[src/rtl/core/primitive_assembly_triangulator_defines.svh]
// ----------------------------------------------------------------------------
// Assertion macros for the primitive assembly triangulator
// Shared property forms, clocked on clk and disabled while rst_n is low.
// ----------------------------------------------------------------------------
`ifndef PRIMITIVE_ASSEMBLY_TRIANGULATOR_DEFINES_SVH
`define PRIMITIVE_ASSEMBLY_TRIANGULATOR_DEFINES_SVH

// The consequent must hold in the same cycle as the antecedent.
`define PAT_ASSERT_SAME(lbl, ante, cons, msg) \
  lbl: assert property (@(posedge clk) disable iff (!rst_n) (ante) |-> (cons)) \
    else $error(msg);

// The consequent must hold in the cycle after the antecedent.
`define PAT_ASSERT_NEXT(lbl, ante, cons, msg) \
  lbl: assert property (@(posedge clk) disable iff (!rst_n) (ante) |=> (cons)) \
    else $error(msg);

`endif

[src/rtl/core/pat_pkg.sv]
// ----------------------------------------------------------------------------
// Primitive assembly triangulator package
// Vertex and triangle types, topology codes and sizing constants.
// ----------------------------------------------------------------------------
package pat_pkg;

  localparam int unsigned HELD_VERTICES = 3;
  localparam int unsigned JOB_VERTICES  = 4;
  localparam int unsigned JOB_TRIANGLES = 2;

  typedef enum logic [2:0] {
    TOPO_QUADS      = 3'd0,
    TOPO_QUAD_STRIP = 3'd1,
    TOPO_TRIANGLES  = 3'd2,
    TOPO_TRI_STRIP  = 3'd3,
    TOPO_TRI_FAN    = 3'd4
  } topology_t;

  typedef struct packed {
    logic [31:0] x;
    logic [31:0] y;
    logic [31:0] u;
    logic [31:0] v;
    logic [31:0] rgba;
  } vertex_t;

  typedef struct packed {
    logic [31:0] a;
    logic [31:0] b;
    logic [31:0] c;
  } triangle_t;

endpackage

[src/rtl/core/primitive_assembly_triangulator.sv]
// ----------------------------------------------------------------------------
// Primitive assembly triangulator
// Groups incoming vertices by topology and emits vertex and index words.
// ----------------------------------------------------------------------------
// Each accepted vertex updates the path state in the cycle it is taken and,
// when it completes a group, loads a job of up to four vertex words and two
// triangle words. The single result port sends one word per cycle unless
// out_stall holds it. A job holds 6 words for quads and quad strip, 4 for
// triangles and the first strip or fan triangle, and 2 for later ones; a
// vertex that only waits in the holding slots sends no words. A new vertex
// is taken in the same cycle as the last word of the current job. On a quad
// strip the vertex that only waits is taken with that last word, and the
// vertex that completes the next quad is taken in the following cycle with
// no word out. Configuration writes are always ready.
module primitive_assembly_triangulator (
  input  logic                    clk,
  input  logic                    rst_n,
  input  logic                    cfg_valid,
  output logic                    cfg_ready,
  input  logic [2:0]              cfg_topology,
  input  logic                    in_valid,
  output logic                    in_stall,
  input  logic [31:0]             in_pos_x,
  input  logic [31:0]             in_pos_y,
  input  logic [31:0]             in_tex_u,
  input  logic [31:0]             in_tex_v,
  input  logic [31:0]             in_rgba,
  input  logic                    in_end_of_primitive,
  output logic                    out_valid,
  input  logic                    out_stall,
  output logic                    out_kind,
  output logic [31:0]             out_x,
  output logic [31:0]             out_y,
  output logic [31:0]             out_u,
  output logic [31:0]             out_v,
  output logic [31:0]             out_rgba,
  output logic [31:0]             out_index_a,
  output logic [31:0]             out_index_b,
  output logic [31:0]             out_index_c,
  output logic                    out_run_last
);
  import pat_pkg::*;

  `include "primitive_assembly_triangulator_defines.svh"

  logic [2:0]  topology_r, topology_nxt;
  vertex_t     held_r [HELD_VERTICES];
  vertex_t     held_nxt [HELD_VERTICES];
  logic [31:0] cursor_r, cursor_nxt;
  logic [31:0] base_r, base_nxt;
  logic [1:0]  phase_r, phase_nxt;
  logic [1:0]  warm_r, warm_nxt;
  logic        odd_r, odd_nxt;

  vertex_t     job_vert_r [JOB_VERTICES];
  vertex_t     job_vert_nxt [JOB_VERTICES];
  triangle_t   job_tri_r [JOB_TRIANGLES];
  triangle_t   job_tri_nxt [JOB_TRIANGLES];
  logic [2:0]  job_nvert_r, job_nvert_nxt;
  logic [2:0]  job_nres_r, job_nres_nxt;
  logic [2:0]  step_r, step_nxt;
  logic        busy_r, busy_nxt;

  logic        in_fire, out_fire, cfg_fire, job_last, load_job;
  vertex_t     vin;
  logic [31:0] b1, b2, b3, cm1, cm2;
  logic [2:0]  tri_sel;
  vertex_t     cur_vert;
  triangle_t   cur_tri;

  assign cfg_ready = 1'b1;
  assign cfg_fire  = cfg_valid && cfg_ready;

  assign job_last  = (step_r == (job_nres_r - 3'd1));
  assign out_valid = busy_r;
  assign out_fire  = busy_r && !out_stall;
  // The next vertex may enter while the last word of the job leaves.
  assign in_stall  = busy_r && !(out_fire && job_last);
  assign in_fire   = in_valid && !in_stall;

  assign vin = '{x: in_pos_x, y: in_pos_y, u: in_tex_u, v: in_tex_v, rgba: in_rgba};

  assign b1  = cursor_r + 32'd1;
  assign b2  = cursor_r + 32'd2;
  assign b3  = cursor_r + 32'd3;
  assign cm1 = cursor_r - 32'd1;
  assign cm2 = cursor_r - 32'd2;

  always_comb begin
    topology_nxt  = topology_r;
    held_nxt      = held_r;
    cursor_nxt    = cursor_r;
    base_nxt      = base_r;
    phase_nxt     = phase_r;
    warm_nxt      = warm_r;
    odd_nxt       = odd_r;
    job_vert_nxt  = job_vert_r;
    job_tri_nxt   = job_tri_r;
    job_nvert_nxt = job_nvert_r;
    job_nres_nxt  = job_nres_r;
    load_job      = 1'b0;

    if (in_fire) begin
      unique case (topology_r)
        TOPO_QUADS, TOPO_QUAD_STRIP: begin
          if (phase_r != 2'd3) begin
            held_nxt[phase_r] = vin;
            phase_nxt         = phase_r + 2'd1;
          end else begin
            load_job        = 1'b1;
            job_vert_nxt[0] = held_r[0];
            job_vert_nxt[1] = held_r[1];
            job_vert_nxt[2] = held_r[2];
            job_vert_nxt[3] = vin;
            job_nvert_nxt   = 3'd4;
            job_nres_nxt    = 3'd6;
            base_nxt        = cursor_r;
            cursor_nxt      = cursor_r + 32'd4;
            if (topology_r == TOPO_QUADS) begin
              job_tri_nxt[0] = '{a: cursor_r, b: b1, c: b2};
              job_tri_nxt[1] = '{a: cursor_r, b: b2, c: b3};
              phase_nxt      = 2'd0;
            end else begin
              // The second pair of the quad becomes the first of the next.
              job_tri_nxt[0] = '{a: cursor_r, b: b1, c: b3};
              job_tri_nxt[1] = '{a: cursor_r, b: b3, c: b2};
              held_nxt[0]    = held_r[2];
              held_nxt[1]    = vin;
              phase_nxt      = 2'd2;
            end
          end
        end
        TOPO_TRIANGLES: begin
          if (phase_r < 2'd2) begin
            held_nxt[phase_r] = vin;
            phase_nxt         = phase_r + 2'd1;
          end else begin
            load_job        = 1'b1;
            job_vert_nxt[0] = held_r[0];
            job_vert_nxt[1] = held_r[1];
            job_vert_nxt[2] = vin;
            job_tri_nxt[0]  = '{a: cursor_r, b: b1, c: b2};
            job_nvert_nxt   = 3'd3;
            job_nres_nxt    = 3'd4;
            base_nxt        = cursor_r;
            cursor_nxt      = b3;
            phase_nxt       = 2'd0;
          end
        end
        TOPO_TRI_STRIP, TOPO_TRI_FAN: begin
          if (warm_r < 2'd2) begin
            held_nxt[warm_r] = vin;
            warm_nxt         = warm_r + 2'd1;
          end else if (warm_r == 2'd2) begin
            load_job        = 1'b1;
            job_vert_nxt[0] = held_r[0];
            job_vert_nxt[1] = held_r[1];
            job_vert_nxt[2] = vin;
            job_tri_nxt[0]  = '{a: cursor_r, b: b1, c: b2};
            job_nvert_nxt   = 3'd3;
            job_nres_nxt    = 3'd4;
            base_nxt        = cursor_r;
            cursor_nxt      = b3;
            odd_nxt         = 1'b1;
            warm_nxt        = 2'd3;
          end else begin
            // Steady state: one new vertex and one triangle ending at it.
            load_job        = 1'b1;
            job_vert_nxt[0] = vin;
            job_nvert_nxt   = 3'd1;
            job_nres_nxt    = 3'd2;
            cursor_nxt      = b1;
            odd_nxt         = !odd_r;
            if (topology_r == TOPO_TRI_FAN) begin
              job_tri_nxt[0] = '{a: base_r, b: cm1, c: cursor_r};
            end else if (odd_r) begin
              job_tri_nxt[0] = '{a: cm1, b: cm2, c: cursor_r};
            end else begin
              job_tri_nxt[0] = '{a: cm2, b: cm1, c: cursor_r};
            end
          end
        end
        default: begin
        end
      endcase

      if (in_end_of_primitive) begin
        phase_nxt = 2'd0;
        warm_nxt  = 2'd0;
        odd_nxt   = 1'b0;
      end
    end

    // A topology change drops whatever path is in progress.
    if (cfg_fire) begin
      topology_nxt = cfg_topology;
      phase_nxt    = 2'd0;
      warm_nxt     = 2'd0;
      odd_nxt      = 1'b0;
    end
  end

  always_comb begin
    busy_nxt = busy_r;
    step_nxt = step_r;
    if (load_job) begin
      busy_nxt = 1'b1;
      step_nxt = 3'd0;
    end else if (out_fire && job_last) begin
      busy_nxt = 1'b0;
      step_nxt = 3'd0;
    end else if (out_fire) begin
      step_nxt = step_r + 3'd1;
    end
  end

  always_ff @(posedge clk) begin
    if (!rst_n) begin
      topology_r  <= TOPO_QUADS;
      cursor_r    <= '0;
      base_r      <= '0;
      phase_r     <= '0;
      warm_r      <= '0;
      odd_r       <= 1'b0;
      job_nvert_r <= '0;
      job_nres_r  <= '0;
      step_r      <= '0;
      busy_r      <= 1'b0;
    end else begin
      topology_r  <= topology_nxt;
      cursor_r    <= cursor_nxt;
      base_r      <= base_nxt;
      phase_r     <= phase_nxt;
      warm_r      <= warm_nxt;
      odd_r       <= odd_nxt;
      job_nvert_r <= job_nvert_nxt;
      job_nres_r  <= job_nres_nxt;
      step_r      <= step_nxt;
      busy_r      <= busy_nxt;
    end
  end

  always_ff @(posedge clk) begin
    held_r     <= held_nxt;
    job_vert_r <= job_vert_nxt;
    job_tri_r  <= job_tri_nxt;
  end

  // Vertex words come first in a job, then its triangle words.
  assign tri_sel  = step_r - job_nvert_r;
  assign cur_vert = job_vert_r[step_r[1:0]];
  assign cur_tri  = job_tri_r[tri_sel[0]];

  always_comb begin
    out_kind    = 1'b0;
    out_x       = '0;
    out_y       = '0;
    out_u       = '0;
    out_v       = '0;
    out_rgba    = '0;
    out_index_a = '0;
    out_index_b = '0;
    out_index_c = '0;
    if (step_r < job_nvert_r) begin
      out_x    = cur_vert.x;
      out_y    = cur_vert.y;
      out_u    = cur_vert.u;
      out_v    = cur_vert.v;
      out_rgba = cur_vert.rgba;
    end else begin
      out_kind    = 1'b1;
      out_index_a = cur_tri.a;
      out_index_b = cur_tri.b;
      out_index_c = cur_tri.c;
    end
  end

  assign out_run_last = job_last;

  `PAT_ASSERT_SAME(a_step_in_job, busy_r, step_r < job_nres_r,
    "Result step beyond the end of its job.")
  `PAT_ASSERT_SAME(a_accept_while_busy, busy_r && in_fire, out_fire && job_last,
    "Vertex word taken while the current job still has words to send.")
  `PAT_ASSERT_NEXT(a_step_restart, out_fire && job_last, step_r == 3'd0,
    "Step did not return to zero after the last word of a job.")
  `PAT_ASSERT_NEXT(a_cursor_hold, !in_fire, $stable(cursor_r),
    "Vertex cursor moved without an accepted vertex word.")

endmodule
[config.mk]
export PLATFORM = sky130hd
export DESIGN_NAME = primitive_assembly_triangulator
export DESIGN_NICKNAME = d
export VERILOG_FILES = /design/src/rtl/core/pat_pkg.sv /design/src/rtl/core/primitive_assembly_triangulator.sv
export VERILOG_INCLUDE_DIRS = /design/src /design/src/rtl/core
export SDC_FILE = /design/constraint.sdc
export NUM_CORES = 2
export LEC_CHECK = 0
export BUFFER_PORTS_ARGS = -buffer_cell sky130_fd_sc_hd__buf_4
export CELL_PAD_IN_SITES_DETAIL_PLACEMENT = 0
export CELL_PAD_IN_SITES_GLOBAL_PLACEMENT = 1
export CORE_ASPECT_RATIO = 0.5
export CORE_UTILIZATION = 54
export CTS_BUF_LIST = sky130_fd_sc_hd__clkbuf_4
export CTS_CLUSTER_DIAMETER = 60
export CTS_CLUSTER_SIZE = 16
export DETAILED_ROUTE_END_ITERATION = 7
export PLACE_DENSITY_LB_ADDON = 0.1
export SLEW_MARGIN = 5
export SYNTH_ARGS = -nofsm -noshare
export SYNTH_HDL_FRONTEND = slang
export SYNTH_SLANG_ARGS = --single-unit
export TNS_END_PERCENT = 50
[constraint.sdc]
create_clock -name clk -period 70.7 [get_ports clk]
set_clock_uncertainty 0.15 [all_clocks]
set_input_delay 17.675 -clock clk [delete_from_list [all_inputs] [get_ports clk]]
set_output_delay 17.675 -clock clk [all_outputs]
set_load 0.03 [all_outputs]
==> results.tsv <==
metric	value	unit
status	complete, no violations	
grt_pass1_vias	44500	
numCtsBuffers	99	
dieArea	123000	sq um
synth-seq-cells	1393	
grt_antenna_before_repair	23	
drv_slew	0	
synth_edf_count	1312	
r2r-start	topology_r[0]	
placementRows	90	
fin_crit	36490	ps
cts_root_buf	clkbuf_4	
crit_fanout	3	
tightestPinTransition	1180	ps
cts_setup_buffers	0	
synthMuxAreaShare	10.4	%
clkSinkCount	1393	
wl_per_cell	28.2	um
die_x	496	um
grtUsageMet1	41.2	%
synth_xor_area_share	1.17	%
ys_async_sr_fraction	0	%
p_int	1.07	mW
vdd.ir_drop.worst	0.0126	mV
vias	45200	
grt-ovfl-total	0	
ys.flop_type	edfxtp_1	
critical-path-max-stage-delay	410	ps
drive_above_1_share	19.6	%
setup-violations-final	0	
routed_wirelength	197000	um
synth_top_family_by_area	simple AND/OR/NAND/NOR gates	
power	1.43	mW
area_growth	8.82	%
yosys.area_share.simple	11.9	%
worstPathRequired	52870	ps
met3_usage	4.57	%
synthDistinctLibCells	87	
crit_start	out_stall	
power_frac_clock	24.3	%
initial_core_util	54.6	%
power_frac_seq	66.3	%
grt_usage	31.6	%
finalNetCount	5491	
drc	0	
switchingPower	360	uW
endpoint_kind	primary output	
finalHoldViolCount	0	
ant_nets	0	
cts_tree	done	
path_cells	buf_4 -> nor4bb_1 -> mux2i_1 -> nand2_1 -> inv_1 -> buf_4	
clock_latency	1140	ps
pin_count	430	
slew_headroom	21.6	%
vias_per_cell	6.48	
critPathLaunchType	primary input	
min_path_type	register to register	
gp_congestion	0.947	
cp.arrival	18660	ps
rsz0062_at_grt	false	
p_sw_share	25.1	%
synth_fa_ha_area_share	0.304	%
die_h	249	um
drv_cap	0	
dp_hpwl	110000	um
finalSetupTns	0	ps
whs	331	ps
crit_slowest_cell	mux2i_1	
core	121000	sq um
grt-busiest-layer	met2	
synth_compound_area_share	11.3	%
avgSynthCellArea	12.9	sq um
finalCritPeriodShare	51.6	%
io_buffers	428	
groute.layer.met2.usage	52.7	%
htree_levels	3	
crit_type	primary input to primary output	
holdBufCountCts	0	
crit_top_cell	buf_4	
fmax	27.4	MHz
drt_pass1_iterations	8	
min-delay-start	job_nres_r[2]	
grt_max_degree	131	
cts.reportedPaths.clkPinSlew	170	ps
clk_path_buf_depth	3	
synth_seq_area_share	62.3	%
synthesis.nets	5275	
synthCells	5090	
synth_area	65900	sq um
initialDrtViolationCount	4665	
cts_resized	0	
powerDensity	20.0	nW/um^2
ys_warn_count	0	
leakagePower	26.5	nW
grt_pass1_wl	289000	um
combinationalPowerShare	9.4	%
==> placed cells by master (no fill, tap or decap), types with 142 or more instances in the layout <==
cell      synthesis  final
a22o_1          326    326
a22oi_1         180    180
and2_1          329    328
buf_4             1    530
edfxtp_1       1312   1312
mux2_2          160    160
mux2i_1         142    142
mux4_2          160    160
nand2_1         786    785
nor2_1          264    262
o21ai_0         162    161
==> synth_stat cells, drive strengths merged, types with 10 or more instances <==
master | instances | area (sq um)
mux2 | 160 | 1800
nand3 | 47 | 235
clkbuf | 304 | 1140
a21o | 12 | 90.1
inv | 31 | 116
ha | 16 | 200
nand2b | 14 | 87.6
mux2i | 142 | 1420
a22o | 326 | 2860
and2 | 330 | 2060
nor4 | 39 | 287
a22oi | 180 | 1350
nand4 | 33 | 213
a21oi | 120 | 601
edfxtp | 1312 | 39400
o211ai | 17 | 128
o21ai | 167 | 836
buf | 117 | 542
o22ai | 29 | 181
and4 | 13 | 114
nor3 | 57 | 290
a211oi | 18 | 135
xnor2 | 67 | 587
nand2 | 786 | 2950
dfxtp | 81 | 1620
a221oi | 20 | 175
xor2 | 21 | 184
or4 | 14 | 116
mux4 | 160 | 3600
a221o | 13 | 130
a31oi | 25 | 156
or3 | 20 | 130
and3 | 11 | 68.8
nor2 | 264 | 991
o31ai | 10 | 75.1
==> path summary, 6_finish.rpt <==
path	end	slack (ps)	cells after the start
hold reg to reg	job_nres_r[2]	330	2
hold / removal	job_nres_r[2]	330	2
setup reg to reg	job_vert_r[609]	64380	8
setup / recovery	in_stall	34210	6
==> per-layer routing <==
metal / part of all wire (%) / wire length [um] / up-vias
met5: 0.039 / 76 / -
met4: 4.5 / 8920 / 10
met3: 7.2 / 14200 / 445
met2: 50 / 98000 / 2134
met1: 38 / 75400 / 22900
li1: - / - / 19700
==> critical path, delay by kind of cell <==
family                 cells  cell delay, ps
multiplexers               1             410
buffers and inverters      3             390
AND/OR/NAND/NOR            2             190
==> cells by family (layout without fill, tap and decap cells) <==
kind of cell    after synthesis  after routing
compound gates             1015           1015
other cells                   1             20
buf+inv                     454            708
flops                      1393           1393
xor+xnor                     88             88
mux                         462            462
fa+ha+maj                    16             16
simple gates               1661           1661
==> power groups by stage <==
| stage | clock, mW | combinational, mW | sequential [mW] |
|---|---|---|---|
| floorplan | 0 | 0.0796 | 0.974 |
| global placement | 0 | 0.130 | 0.968 |
| detailed placement | 0 | 0.133 | 0.969 |
| CTS | 0.353 | 0.134 | 0.951 |
| global route | 0.378 | 0.144 | 0.954 |
| finish | 0.348 | 0.135 | 0.951 |
==> metrics by stage <==
step                instances  utilization [%]  area, sq um  setup slack [ps]
floorplan                5090                -        65900             31200
global placement         6815             58.4        70600             34160
detailed placement       6815             58.4        70600             34220
CTS                      6954             59.3        71600             34220
global route             6972             59.4        71700             34110
finish                   6973             59.4        71700             34210
==> final cells by class <==
| class | count | area [sq um] |
|---|---|---|
| Antenna cell | 19 | 47.5 |
| Clock buffer | 128 | 961 |
| Clock inverter | 11 | 118 |
| Fill cell | 9749 | 49000 |
| Inverter | 33 | 139 |
| Multi-Input combinational cell | 3243 | 23300 |
| Sequential cell | 1393 | 41000 |
| Tap cell | 1610 | 2010 |
| Timing Repair Buffer | 536 | 4100 |
Power figures use the tool's default switching activity.
